### config.mk
export PLATFORM = sky130hd
export DESIGN_NAME = accel_window_variance_classifier_core
export DESIGN_NICKNAME = d
export VERILOG_FILES = /design/src/sv/awvc_pkg.sv /design/src/sv/accel_window_variance_classifier_core.sv /design/src/sv/awvc_ram.sv /design/src/sv/awvc_sqrt.sv /design/src/sv/awvc_cfg.sv
export SDC_FILE = /design/constraint.sdc
export NUM_CORES = 2
export LEC_CHECK = 0
export BUFFER_PORTS_ARGS = -buffer_cell sky130_fd_sc_hd__buf_2
export CELL_PAD_IN_SITES_DETAIL_PLACEMENT = 0
export CELL_PAD_IN_SITES_GLOBAL_PLACEMENT = 1
export CORE_AREA = 3 3 335 337
export DETAILED_ROUTE_END_ITERATION = 8
export DIE_AREA = 0 0 338 340
export HOLD_SLACK_MARGIN = 0.02
export PLACE_DENSITY = 0.82
export SYNTH_ARGS = -nofsm -noshare
export SYNTH_HDL_FRONTEND = slang
export SYNTH_SLANG_ARGS = --single-unit
### constraint.sdc
create_clock -name aclk -period 9.65 [get_ports aclk]
set_input_delay 1.93 -clock aclk [delete_from_list [all_inputs] [get_ports aclk]]
set_output_delay 1.93 -clock aclk [all_outputs]
set_load 0.05 [all_outputs]
### src/sv/awvc_pkg.sv
// ----------------------------------------------------------------------------
// awvc_pkg
// Shared widths, register map, class codes, configuration bundle and the
// sequencer state type of the window variance activity classifier.
// ----------------------------------------------------------------------------
`default_nettype none

package awvc_pkg;

    // Field and datapath widths fixed by the sample format.
    localparam int AXIS_W    = 12;   // one signed axis sample
    localparam int MAG_W     = 12;   // magnitude, at most 3547 mg
    localparam int RAD_W     = 24;   // x^2 + y^2 + z^2
    localparam int VAR_W     = 24;   // variance limits, mg^2
    localparam int LVL_W     = 11;   // mean level and tolerance, mg
    localparam int MAG_MAX   = 4095; // largest value a magnitude entry can hold

    // Stream payload widths.
    localparam int S_TDATA_W = 40;
    localparam int M_TDATA_W = 8;
    localparam int CLASS_W   = 2;

    // APB register port.
    localparam int APB_AW    = 5;
    localparam int APB_DW    = 32;
    localparam int IDX_W     = 3;

    // Register indexes (byte address divided by four).
    localparam logic [IDX_W-1:0] REG_SLEEP_VAR = 3'd0;
    localparam logic [IDX_W-1:0] REG_STILL_VAR = 3'd1;
    localparam logic [IDX_W-1:0] REG_WALK_VAR  = 3'd2;
    localparam logic [IDX_W-1:0] REG_ONE_G     = 3'd3;
    localparam logic [IDX_W-1:0] REG_MEAN_TOL  = 3'd4;

    // Register reset values.
    localparam logic [VAR_W-1:0] RST_SLEEP_VAR = 24'd1000;
    localparam logic [VAR_W-1:0] RST_STILL_VAR = 24'd10000;
    localparam logic [VAR_W-1:0] RST_WALK_VAR  = 24'd50000;
    localparam logic [LVL_W-1:0] RST_ONE_G     = 11'd1000;
    localparam logic [LVL_W-1:0] RST_MEAN_TOL  = 11'd100;

    // Activity class codes.
    localparam logic [CLASS_W-1:0] CLASS_STILL    = 2'd0;
    localparam logic [CLASS_W-1:0] CLASS_WALKING  = 2'd1;
    localparam logic [CLASS_W-1:0] CLASS_RUNNING  = 2'd2;
    localparam logic [CLASS_W-1:0] CLASS_SLEEPING = 2'd3;

    // Configuration values handed from the register file to the datapath.
    typedef struct packed {
        logic [VAR_W-1:0] sleep_var_limit;
        logic [VAR_W-1:0] still_var_limit;
        logic [VAR_W-1:0] walk_var_limit;
        logic [LVL_W-1:0] one_g_level;
        logic [LVL_W-1:0] mean_tolerance;
    } awvc_cfg_t;

    // Sequencer states of the per-sample pass.
    typedef enum logic [3:0] {
        ST_IDLE,
        ST_SQUARE,
        ST_ROOT_GO,
        ST_ROOT,
        ST_OLD_SQ,
        ST_NEW_SQ,
        ST_SUMS,
        ST_SPREAD,
        ST_DEVIATE,
        ST_DECIDE
    } awvc_state_t;

endpackage

`default_nettype wire

### src/sv/accel_window_variance_classifier_core.sv
// ----------------------------------------------------------------------------
// accel_window_variance_classifier_core
// Classifies activity from the variance and mean of the accelerometer
// magnitude over a sliding window of WINDOW_LEN samples.
//
// Samples arrive on the s_ stream (x, y, z in milli-g); one class code per
// sample leaves on the m_ stream: still, walking, running or sleeping.
// The magnitude ring sits in a RAM; running sum and sum of squares are kept
// in registers and updated by read-modify-write of the replaced entry.
// Limits and the mean window are to be set over the APB port only while
// idle; the block itself does not enforce this. A new sample is taken only
// once the last one is decided; the 12-step square root sequence and the
// single shared squarer set the sample rate.
// A finished result waits in the output register, and the next sample is
// taken while it waits; a stalled receiver holds the block only once a
// second result is ready to be loaded.
// Reset clears the sums, the write pointer and the per-entry valid bits, so
// the ring reads as zeros; registers return to their default limits.
// ----------------------------------------------------------------------------
`default_nettype none

module accel_window_variance_classifier_core #(
    parameter int WINDOW_LEN = 32
) (
    input  wire logic                             aclk,
    input  wire logic                             aresetn,
    // Sample stream.
    input  wire logic                             s_tvalid,
    output logic                                  s_tready,
    // s_tdata: accel_x [11:0], accel_y [23:12], accel_z [35:24], zero [39:36]
    input  wire logic [awvc_pkg::S_TDATA_W-1:0]   s_tdata,
    // Class stream.
    output logic                                  m_tvalid,
    input  wire logic                             m_tready,
    // m_tdata: activity_class [1:0], zero [7:2]
    output logic      [awvc_pkg::M_TDATA_W-1:0]   m_tdata,
    // Register port.
    input  wire logic                             psel,
    input  wire logic                             penable,
    input  wire logic                             pwrite,
    input  wire logic [awvc_pkg::APB_AW-1:0]      paddr,
    input  wire logic [awvc_pkg::APB_DW-1:0]      pwdata,
    output logic      [awvc_pkg::APB_DW-1:0]      prdata,
    output logic                                  pready
);

    import awvc_pkg::*;

    localparam int LW = $clog2(WINDOW_LEN);
    localparam int SW = MAG_W + LW;    // window sum
    localparam int QW = RAD_W + LW;    // window sum of squares
    localparam int CW = 2 * SW;        // N*Q, S*S and scaled limits
    localparam logic [CW-1:0] N_C     = CW'(WINDOW_LEN);
    localparam logic [CW-1:0] N_SQ    = CW'(WINDOW_LEN * WINDOW_LEN);
    localparam logic [SW-1:0] N_S     = SW'(WINDOW_LEN);
    localparam logic [SW-1:0] SUM_MAX = SW'(WINDOW_LEN * MAG_MAX);
    localparam logic [LW-1:0] PTR_LAST = LW'(WINDOW_LEN - 1);
    localparam logic [1:0]    AXIS_LAST = 2'd2;

    awvc_cfg_t   cfg;
    awvc_state_t state_reg, state_next;

    logic                  accept;
    logic                  out_free;
    logic                  out_load;
    logic                  sq_start;
    logic                  sq_done;
    logic [MAG_W-1:0]      sq_root;
    logic                  ram_we;
    logic [MAG_W-1:0]      ram_rdata;
    logic [MAG_W-1:0]      old_val;

    logic [1:0]            axis_cnt_reg;
    logic [LW-1:0]         ptr_reg;
    logic [WINDOW_LEN-1:0] valid_reg;
    logic [SW-1:0]         sum_reg;
    logic [QW-1:0]         sq_reg;
    logic                  m_tvalid_reg;
    logic [CLASS_W-1:0]    class_reg;

    logic [AXIS_W-1:0]     ax_reg, ay_reg, az_reg;
    logic [AXIS_W-1:0]     ax_abs, ay_abs, az_abs;
    logic [AXIS_W-1:0]     axis_sel;
    logic [RAD_W-1:0]      rad_reg;
    logic [MAG_W-1:0]      mag_reg;
    logic [MAG_W-1:0]      old_reg;
    logic [RAD_W-1:0]      old_sq_reg;
    logic [RAD_W-1:0]      new_sq_reg;
    logic [CW-1:0]         nq_reg;
    logic [CW-1:0]         ss_reg;
    logic [CW-1:0]         spread_reg;
    logic [SW-1:0]         dev_reg;

    logic [SW-1:0]         sq_in;
    logic [CW-1:0]         sq_out;
    logic [SW-1:0]         target;
    logic [CLASS_W-1:0]    class_next;

    // ------------------------------------------------------------------
    // Register file and square root unit.
    // ------------------------------------------------------------------
    awvc_cfg u_cfg (
        .aclk    (aclk),
        .aresetn (aresetn),
        .psel    (psel),
        .penable (penable),
        .pwrite  (pwrite),
        .paddr   (paddr),
        .pwdata  (pwdata),
        .prdata  (prdata),
        .pready  (pready),
        .cfg     (cfg)
    );

    awvc_sqrt u_sqrt (
        .aclk     (aclk),
        .aresetn  (aresetn),
        .start    (sq_start),
        .radicand (rad_reg),
        .done     (sq_done),
        .root     (sq_root)
    );

    // Magnitude ring; the read address follows the write pointer.
    awvc_ram #(
        .WIDTH (MAG_W),
        .DEPTH (WINDOW_LEN)
    ) u_ring (
        .aclk  (aclk),
        .we    (ram_we),
        .waddr (ptr_reg),
        .wdata (mag_reg),
        .raddr (ptr_reg),
        .rdata (ram_rdata)
    );

    // An entry never written since reset reads as zero.
    assign old_val = valid_reg[ptr_reg] ? ram_rdata : '0;

    // Absolute values of the three axes.
    assign ax_abs = s_tdata[AXIS_W-1] ? (~s_tdata[AXIS_W-1:0] + 1'b1)
                                      : s_tdata[AXIS_W-1:0];
    assign ay_abs = s_tdata[2*AXIS_W-1] ? (~s_tdata[2*AXIS_W-1:AXIS_W] + 1'b1)
                                        : s_tdata[2*AXIS_W-1:AXIS_W];
    assign az_abs = s_tdata[3*AXIS_W-1] ? (~s_tdata[3*AXIS_W-1:2*AXIS_W] + 1'b1)
                                        : s_tdata[3*AXIS_W-1:2*AXIS_W];

    always_comb begin
        unique case (axis_cnt_reg)
            2'd0:    axis_sel = ax_reg;
            2'd1:    axis_sel = ay_reg;
            default: axis_sel = az_reg;
        endcase
    end

    // Shared squarer: axes, old and new magnitude, then the window sum.
    always_comb begin
        unique case (state_reg)
            ST_SQUARE: sq_in = SW'(axis_sel);
            ST_OLD_SQ: sq_in = SW'(old_val);
            ST_NEW_SQ: sq_in = SW'(mag_reg);
            ST_SPREAD: sq_in = sum_reg;
            default:   sq_in = '0;
        endcase
    end
    assign sq_out = CW'(sq_in) * CW'(sq_in);

    assign target   = SW'(cfg.one_g_level) * N_S;
    assign out_free = !m_tvalid_reg || m_tready;
    assign accept   = s_tvalid && s_tready;

    // Class decision from the scaled variance and mean deviation.
    always_comb begin
        priority if (spread_reg < CW'(cfg.sleep_var_limit) * N_SQ &&
                     dev_reg < SW'(cfg.mean_tolerance) * N_S) begin
            class_next = CLASS_SLEEPING;
        end else if (spread_reg < CW'(cfg.still_var_limit) * N_SQ) begin
            class_next = CLASS_STILL;
        end else if (spread_reg < CW'(cfg.walk_var_limit) * N_SQ) begin
            class_next = CLASS_WALKING;
        end else begin
            class_next = CLASS_RUNNING;
        end
    end

    // ------------------------------------------------------------------
    // Sequencer: next state and control strobes.
    // ------------------------------------------------------------------
    always_comb begin
        state_next = state_reg;
        s_tready   = 1'b0;
        sq_start   = 1'b0;
        ram_we     = 1'b0;
        out_load   = 1'b0;
        unique case (state_reg)
            ST_IDLE: begin
                s_tready = 1'b1;
                if (s_tvalid) begin
                    state_next = ST_SQUARE;
                end
            end
            ST_SQUARE: begin
                if (axis_cnt_reg == AXIS_LAST) begin
                    state_next = ST_ROOT_GO;
                end
            end
            ST_ROOT_GO: begin
                sq_start   = 1'b1;
                state_next = ST_ROOT;
            end
            ST_ROOT: begin
                if (sq_done) begin
                    state_next = ST_OLD_SQ;
                end
            end
            ST_OLD_SQ: state_next = ST_NEW_SQ;
            ST_NEW_SQ: begin
                ram_we     = 1'b1;
                state_next = ST_SUMS;
            end
            ST_SUMS:    state_next = ST_SPREAD;
            ST_SPREAD:  state_next = ST_DEVIATE;
            ST_DEVIATE: state_next = ST_DECIDE;
            ST_DECIDE: begin
                if (out_free) begin
                    out_load   = 1'b1;
                    state_next = ST_IDLE;
                end
            end
            default: state_next = ST_IDLE;
        endcase
    end

    // Control state, window sums, pointer and valid bits.
    always_ff @(posedge aclk) begin
        if (!aresetn) begin
            state_reg    <= ST_IDLE;
            axis_cnt_reg <= '0;
            ptr_reg      <= '0;
            valid_reg    <= '0;
            sum_reg      <= '0;
            sq_reg       <= '0;
            m_tvalid_reg <= 1'b0;
        end else begin
            state_reg <= state_next;
            if (accept) begin
                axis_cnt_reg <= '0;
            end else if (state_reg == ST_SQUARE) begin
                axis_cnt_reg <= axis_cnt_reg + 2'd1;
            end
            if (ram_we) begin
                valid_reg[ptr_reg] <= 1'b1;
            end
            if (state_reg == ST_SUMS) begin
                sum_reg <= sum_reg - SW'(old_reg) + SW'(mag_reg);
                sq_reg  <= sq_reg - QW'(old_sq_reg) + QW'(new_sq_reg);
                ptr_reg <= (ptr_reg == PTR_LAST) ? '0 : ptr_reg + 1'b1;
            end
            if (out_load) begin
                m_tvalid_reg <= 1'b1;
            end else if (m_tready) begin
                m_tvalid_reg <= 1'b0;
            end
        end
    end

    // Datapath registers.
    always_ff @(posedge aclk) begin
        if (accept) begin
            ax_reg  <= ax_abs;
            ay_reg  <= ay_abs;
            az_reg  <= az_abs;
            rad_reg <= '0;
        end
        unique case (state_reg)
            ST_SQUARE: rad_reg <= rad_reg + sq_out[RAD_W-1:0];
            ST_ROOT: begin
                if (sq_done) begin
                    mag_reg <= sq_root;
                end
            end
            ST_OLD_SQ: begin
                old_reg    <= old_val;
                old_sq_reg <= sq_out[RAD_W-1:0];
            end
            ST_NEW_SQ: new_sq_reg <= sq_out[RAD_W-1:0];
            ST_SPREAD: begin
                ss_reg <= sq_out;
                nq_reg <= CW'(sq_reg) * N_C;
            end
            ST_DEVIATE: begin
                spread_reg <= (nq_reg >= ss_reg) ? nq_reg - ss_reg : '0;
                dev_reg    <= (sum_reg >= target) ? sum_reg - target
                                                  : target - sum_reg;
            end
            default: begin
            end
        endcase
        if (out_load) begin
            class_reg <= class_next;
        end
    end

    assign m_tvalid = m_tvalid_reg;
    assign m_tdata  = M_TDATA_W'(class_reg);

`ifndef ASSERT_OFF
    // The root unit reports completion only while the sequencer waits for it.
    a_root_done_in_wait : assert property (@(posedge aclk) disable iff (!aresetn)
        sq_done |-> state_reg == ST_ROOT)
        else $error("square root finished outside the wait state");

    // The window sum never exceeds a full window of largest magnitudes.
    a_sum_bounded : assert property (@(posedge aclk) disable iff (!aresetn)
        sum_reg <= SUM_MAX)
        else $error("window sum out of range");

    // A decision with room in the output register becomes a result request.
    a_decide_delivers : assert property (@(posedge aclk) disable iff (!aresetn)
        (state_reg == ST_DECIDE && out_free) |=> (state_reg == ST_IDLE && m_tvalid))
        else $error("decided class not presented");
`endif

endmodule

`default_nettype wire

### src/sv/awvc_ram.sv
// ----------------------------------------------------------------------------
// awvc_ram
// Generic single-write, single-read synchronous RAM with a registered read.
// ----------------------------------------------------------------------------
`default_nettype none

module awvc_ram #(
    parameter int WIDTH = 12,
    parameter int DEPTH = 32
) (
    input  wire logic                     aclk,
    input  wire logic                     we,
    input  wire logic [$clog2(DEPTH)-1:0] waddr,
    input  wire logic [WIDTH-1:0]         wdata,
    input  wire logic [$clog2(DEPTH)-1:0] raddr,
    output logic      [WIDTH-1:0]         rdata
);

    logic [WIDTH-1:0] mem [DEPTH];

    // Write port and registered read port.
    always_ff @(posedge aclk) begin
        if (we) begin
            mem[waddr] <= wdata;
        end
        rdata <= mem[raddr];
    end

endmodule

`default_nettype wire

### src/sv/awvc_sqrt.sv
// ----------------------------------------------------------------------------
// awvc_sqrt
// Iterative floor square root of a 24-bit value, one result bit per cycle.
// ----------------------------------------------------------------------------
`default_nettype none

module awvc_sqrt (
    input  wire logic                        aclk,
    input  wire logic                        aresetn,
    input  wire logic                        start,
    input  wire logic [awvc_pkg::RAD_W-1:0]  radicand,
    output logic                             done,
    output logic      [awvc_pkg::MAG_W-1:0]  root
);

    import awvc_pkg::*;

    localparam logic [RAD_W-1:0] BIT_INIT = RAD_W'(1) << (RAD_W - 2);

    logic [RAD_W-1:0] bit_reg;
    logic             done_reg;
    logic [RAD_W-1:0] rem_reg;
    logic [RAD_W-1:0] root_reg;
    logic [RAD_W:0]   trial;
    logic             fits;

    // Trial subtrahend for the current result bit.
    assign trial = {1'b0, root_reg} + {1'b0, bit_reg};
    assign fits  = ({1'b0, rem_reg} >= trial);

    // Step control: the weight walks down two bit places each cycle.
    always_ff @(posedge aclk) begin
        if (!aresetn) begin
            bit_reg  <= '0;
            done_reg <= 1'b0;
        end else begin
            done_reg <= 1'b0;
            if (start) begin
                bit_reg <= BIT_INIT;
            end else if (bit_reg != '0) begin
                bit_reg <= bit_reg >> 2;
                if (bit_reg[0]) begin
                    done_reg <= 1'b1;
                end
            end
        end
    end

    // Remainder and partial root.
    always_ff @(posedge aclk) begin
        if (start) begin
            rem_reg  <= radicand;
            root_reg <= '0;
        end else if (bit_reg != '0) begin
            if (fits) begin
                rem_reg  <= rem_reg - trial[RAD_W-1:0];
                root_reg <= (root_reg >> 1) + bit_reg;
            end else begin
                root_reg <= root_reg >> 1;
            end
        end
    end

    assign done = done_reg;
    assign root = root_reg[MAG_W-1:0];

endmodule

`default_nettype wire

### src/sv/awvc_cfg.sv
// ----------------------------------------------------------------------------
// awvc_cfg
// APB register file holding the variance limits and the mean window.
// ----------------------------------------------------------------------------
`default_nettype none

module awvc_cfg (
    input  wire logic                         aclk,
    input  wire logic                         aresetn,
    input  wire logic                         psel,
    input  wire logic                         penable,
    input  wire logic                         pwrite,
    input  wire logic [awvc_pkg::APB_AW-1:0]  paddr,
    input  wire logic [awvc_pkg::APB_DW-1:0]  pwdata,
    output logic      [awvc_pkg::APB_DW-1:0]  prdata,
    output logic                              pready,
    output awvc_pkg::awvc_cfg_t               cfg
);

    import awvc_pkg::*;

    awvc_cfg_t        cfg_reg;
    logic [IDX_W-1:0] idx;
    logic             wr_en;

    assign idx    = paddr[APB_AW-1:2];
    assign pready = 1'b1;
    assign wr_en  = psel && penable && pwrite && pready;

    // Register writes; excess data bits are dropped, unknown indexes ignored.
    always_ff @(posedge aclk) begin
        if (!aresetn) begin
            cfg_reg.sleep_var_limit <= RST_SLEEP_VAR;
            cfg_reg.still_var_limit <= RST_STILL_VAR;
            cfg_reg.walk_var_limit  <= RST_WALK_VAR;
            cfg_reg.one_g_level     <= RST_ONE_G;
            cfg_reg.mean_tolerance  <= RST_MEAN_TOL;
        end else if (wr_en) begin
            unique case (idx)
                REG_SLEEP_VAR: cfg_reg.sleep_var_limit <= pwdata[VAR_W-1:0];
                REG_STILL_VAR: cfg_reg.still_var_limit <= pwdata[VAR_W-1:0];
                REG_WALK_VAR:  cfg_reg.walk_var_limit  <= pwdata[VAR_W-1:0];
                REG_ONE_G:     cfg_reg.one_g_level     <= pwdata[LVL_W-1:0];
                REG_MEAN_TOL:  cfg_reg.mean_tolerance  <= pwdata[LVL_W-1:0];
                default: begin
                end
            endcase
        end
    end

    // Read back.
    always_comb begin
        unique case (idx)
            REG_SLEEP_VAR: prdata = APB_DW'(cfg_reg.sleep_var_limit);
            REG_STILL_VAR: prdata = APB_DW'(cfg_reg.still_var_limit);
            REG_WALK_VAR:  prdata = APB_DW'(cfg_reg.walk_var_limit);
            REG_ONE_G:     prdata = APB_DW'(cfg_reg.one_g_level);
            REG_MEAN_TOL:  prdata = APB_DW'(cfg_reg.mean_tolerance);
            default:       prdata = '0;
        endcase
    end

    assign cfg = cfg_reg;

endmodule

`default_nettype wire

==> flow_summary.ini <==
[global_routing]
grt_max_degree = 85
top_usage_layer = met2
grt_pass1_wl_mm = 204
antenna_found_initial = 3
grt_pass1_vias = 35300
use_met3_pct = 3.83
grt_use_met2_pct = 37.0
globalRouteMet1Util_pct = 32.0
grt_usage_pct = 22.8
grt-ovfl-total = 0

[worst_hold_path]
min_delay_path_depth = 0
hold-path-endpoint = nq_reg[21]
min_from = sq_reg[16]
hp-class = flop to flop

[timing]
min_period_ps = 9380
max_slew.worst_pin.slew_ps = 1120
setup_tns_ps = 0
fmax_mhz = 107
hold_viol_final = 0
clock_skew_ps = 63.9
finalSetupViolCount = 0
slew_viol_final = 0
whs_ps = 448
post-route-period-util_pct = 97.2
slew_headroom_pct = 25.6

[route]
drtIter0Drc = 2924
wl_per_cell_microns = 20.4
vias = 35500
routed_wirelength_mm = 130
drc_errors = 0
drtPass1Iterations = 6
viasPerCell = 5.56
drtAntennaViolNets = 0

[placed_design]
dpl.cell_count = 6201
io_buffers = 97
placed_area_sq_um = 54400
dp_hpwl_mm = 93.2
place_congestion = 0.876

[synthesis]
synth-main-ff-cell = edfxtp_1
synth_top_area_share_pct = 37.2
async_reset_ff_share_pct = 0
synth.most_common_cell = edfxtp_1
syn_area_sq_um = 51400
synth.ff_latch_count = 871
ys_seq_area_share_pct = 46.3
synth_common_cells = edfxtp_1, inv_1, nand2_1, nor2_1, ha_1
synthTopCellsByArea = edfxtp_1, dfxtp_1, ha_1, fa_1, mux4_2
synth_edf_count = 638
yosysTopAreaCell = edfxtp_1
ys_warn_count = 0
netlist_instances = 4624
synth_cell_types = 90
synth_area_per_cell_sq_um = 11.1

[die]
rows = 121
die_width_microns = 338
start_util_pct = 47.1
die_h_microns = 340
pin_count = 127
fp.dieArea_sq_um = 115000
fp.coreArea_sq_um = 109000

[worst_setup_path]
end_kind = flop
critical_path_class = flop to flop
reg2reg_from = ptr_reg[1]
crit_fanout = 24
cp_common_cell = fa_1
rrSetupSlack_ps = 270
critPathMaxStageDelay_ps = 620
cp_data_required_time_ps = 10030
reg2regPathDepth = 31
regToRegEndpoint = rad_reg[23]
start_kind = flop
slowest_stage = dfxtp_4
arrival_ps = 9760

[power_and_ir_drop]
vdd_drop_max_mv = 0.148
p_per_area_nw_per_um2 = 195
p_sw_share_pct = 31.0
internal_power_mw = 7.78
p_sw_mw = 3.50
leakage_nw = 23.7
seqPwrFrac_pct = 40.1
clock_power_share_pct = 34.2
combPwrFrac_pct = 25.8

[clock_tree]
numCtsBuffers = 95
clockBufferDepth = 3
htreeDepth = 3
clock_sinks = 871
clk_latency_ps = 700
path_clk_slew_ps = 60
root_buffer = clkbuf_16
postCtsHoldBufs = 0
cts_tree = yes

[flow_run]
drv_cap = 0

[layout]
fillers = 9317
layout-drive-gt1-share_pct = 12.1
largest_reg_flops = 384
nets = 5501
design_area_sq_um = 57900
area_delta_synth_final_pct = 12.5
instances_no_fill = 6385

[status]
status = finished clean
-- critical path: cells and delay by family, from the launching register on --
family / cells / cell delay [ps]
flops: 1 / 620
mux: 1 / 410
simple gates: 7 / 1120
compound gates: 7 / 1890
xor+xnor: 2 / 620
fa+ha+maj: 8 / 3700
buf+inv: 6 / 690
-- power by group through the flow --
stage | Sequential [mW] | Combinational, mW | Clock (mW)
final | 4.52 | 2.91 | 3.85
after global routing | 4.54 | 3.27 | 4.07
after detailed placement | 4.60 | 2.87 | 0
after floorplan | 4.51 | 2.11 | 0
after global placement | 4.59 | 2.85 | 0
after CTS | 4.52 | 2.90 | 3.91
-- routing by layer --
layer	vias to the layer above	part of all wire [%]	wire [microns]
li1	16600	-	-
met1	17500	44	56800
met2	1108	47	61400
met3	186	6.7	8770
met4	0	2.6	3360
met5	-	0	0
-- worst max path at each step --
stage,cells after the start,to,from,slack [ps]
after detailed placement,31,rad_reg[23],ptr_reg[0],180
after CTS,31,rad_reg[23],ptr_reg[0],60
after floorplan,32,rad_reg[23],state_reg[3],290
final,31,rad_reg[23],ptr_reg[1],270
after global placement,32,rad_reg[23],ptr_reg[0],230
after global routing,40,rad_reg[22],ptr_reg[0],-50
-- what timing repair did --
action / CTS / global route
setup endpoints to repair: 0 / 3
gates resized for setup: 0 / 9
setup buffers: 0 / 6
hold endpoints to repair: 0 / 0
-- cell families (layout without fill, tap and decap cells) --
logic type,Yosys count,after routing,share of synthesized area (%)
compound gates,870,870,10.9
xor+xnor,203,203,3.46
fa+ha+maj,589,589,17.6
buf+inv,737,1008,5.53
flops,871,871,46.3
mux,173,173,5.94
other cells,2,16,0.0146
simple gates,1179,1179,10.2
-- placed cells by master, fill, tap and decap left out, drive strengths merged, types with 29 or more instances in the layout --
| master | count |
|---|---|
| a211oi | 39 |
| a21o | 114 |
| a21oi | 307 |
| a22oi | 65 |
| a31oi | 31 |
| and2 | 29 |
| buf | 266 |
| clkbuf | 115 |
| clkinv | 39 |
| dfxtp | 233 |
| edfxtp | 638 |
| fa | 224 |
| ha | 365 |
| inv | 568 |
| mux2i | 62 |
| mux4 | 104 |
| nand2 | 424 |
| nand2b | 36 |
| nand3 | 55 |
| nand4 | 33 |
| nor2 | 407 |
| nor2b | 31 |
| nor3 | 50 |
| o211ai | 36 |
| o21ai | 114 |
| xnor2 | 137 |
| xor2 | 66 |
-- cell type report --
| class | instances | area [sq um] | area share [%] |
|---|---|---|---|
| Multi-Input combinational cell | 3029 | 24900 | 43.1 |
| Sequential cell | 871 | 23800 | 41.2 |
| Timing Repair Buffer | 266 | 1780 | 3.07 |
| Antenna cell | 1 | 2.50 | 0.00432 |
| Tap cell | 1476 | 1850 | 3.19 |
| Clock buffer | 115 | 2510 | 4.34 |
| Inverter | 565 | 2120 | 3.67 |
| Clock inverter | 62 | 836 | 1.44 |
-- per-stage QoR --
stage	setup WS [ps]	utilization (%)	total power [mW]
floorplan	289	-	6.62
global placement	231	49.8	7.44
detailed placement	177	49.8	7.47
CTS	58.7	52.9	11.3
global route	-48.7	53.0	11.9
finish	271	53.0	11.3
Power figures use the tool's default switching activity.
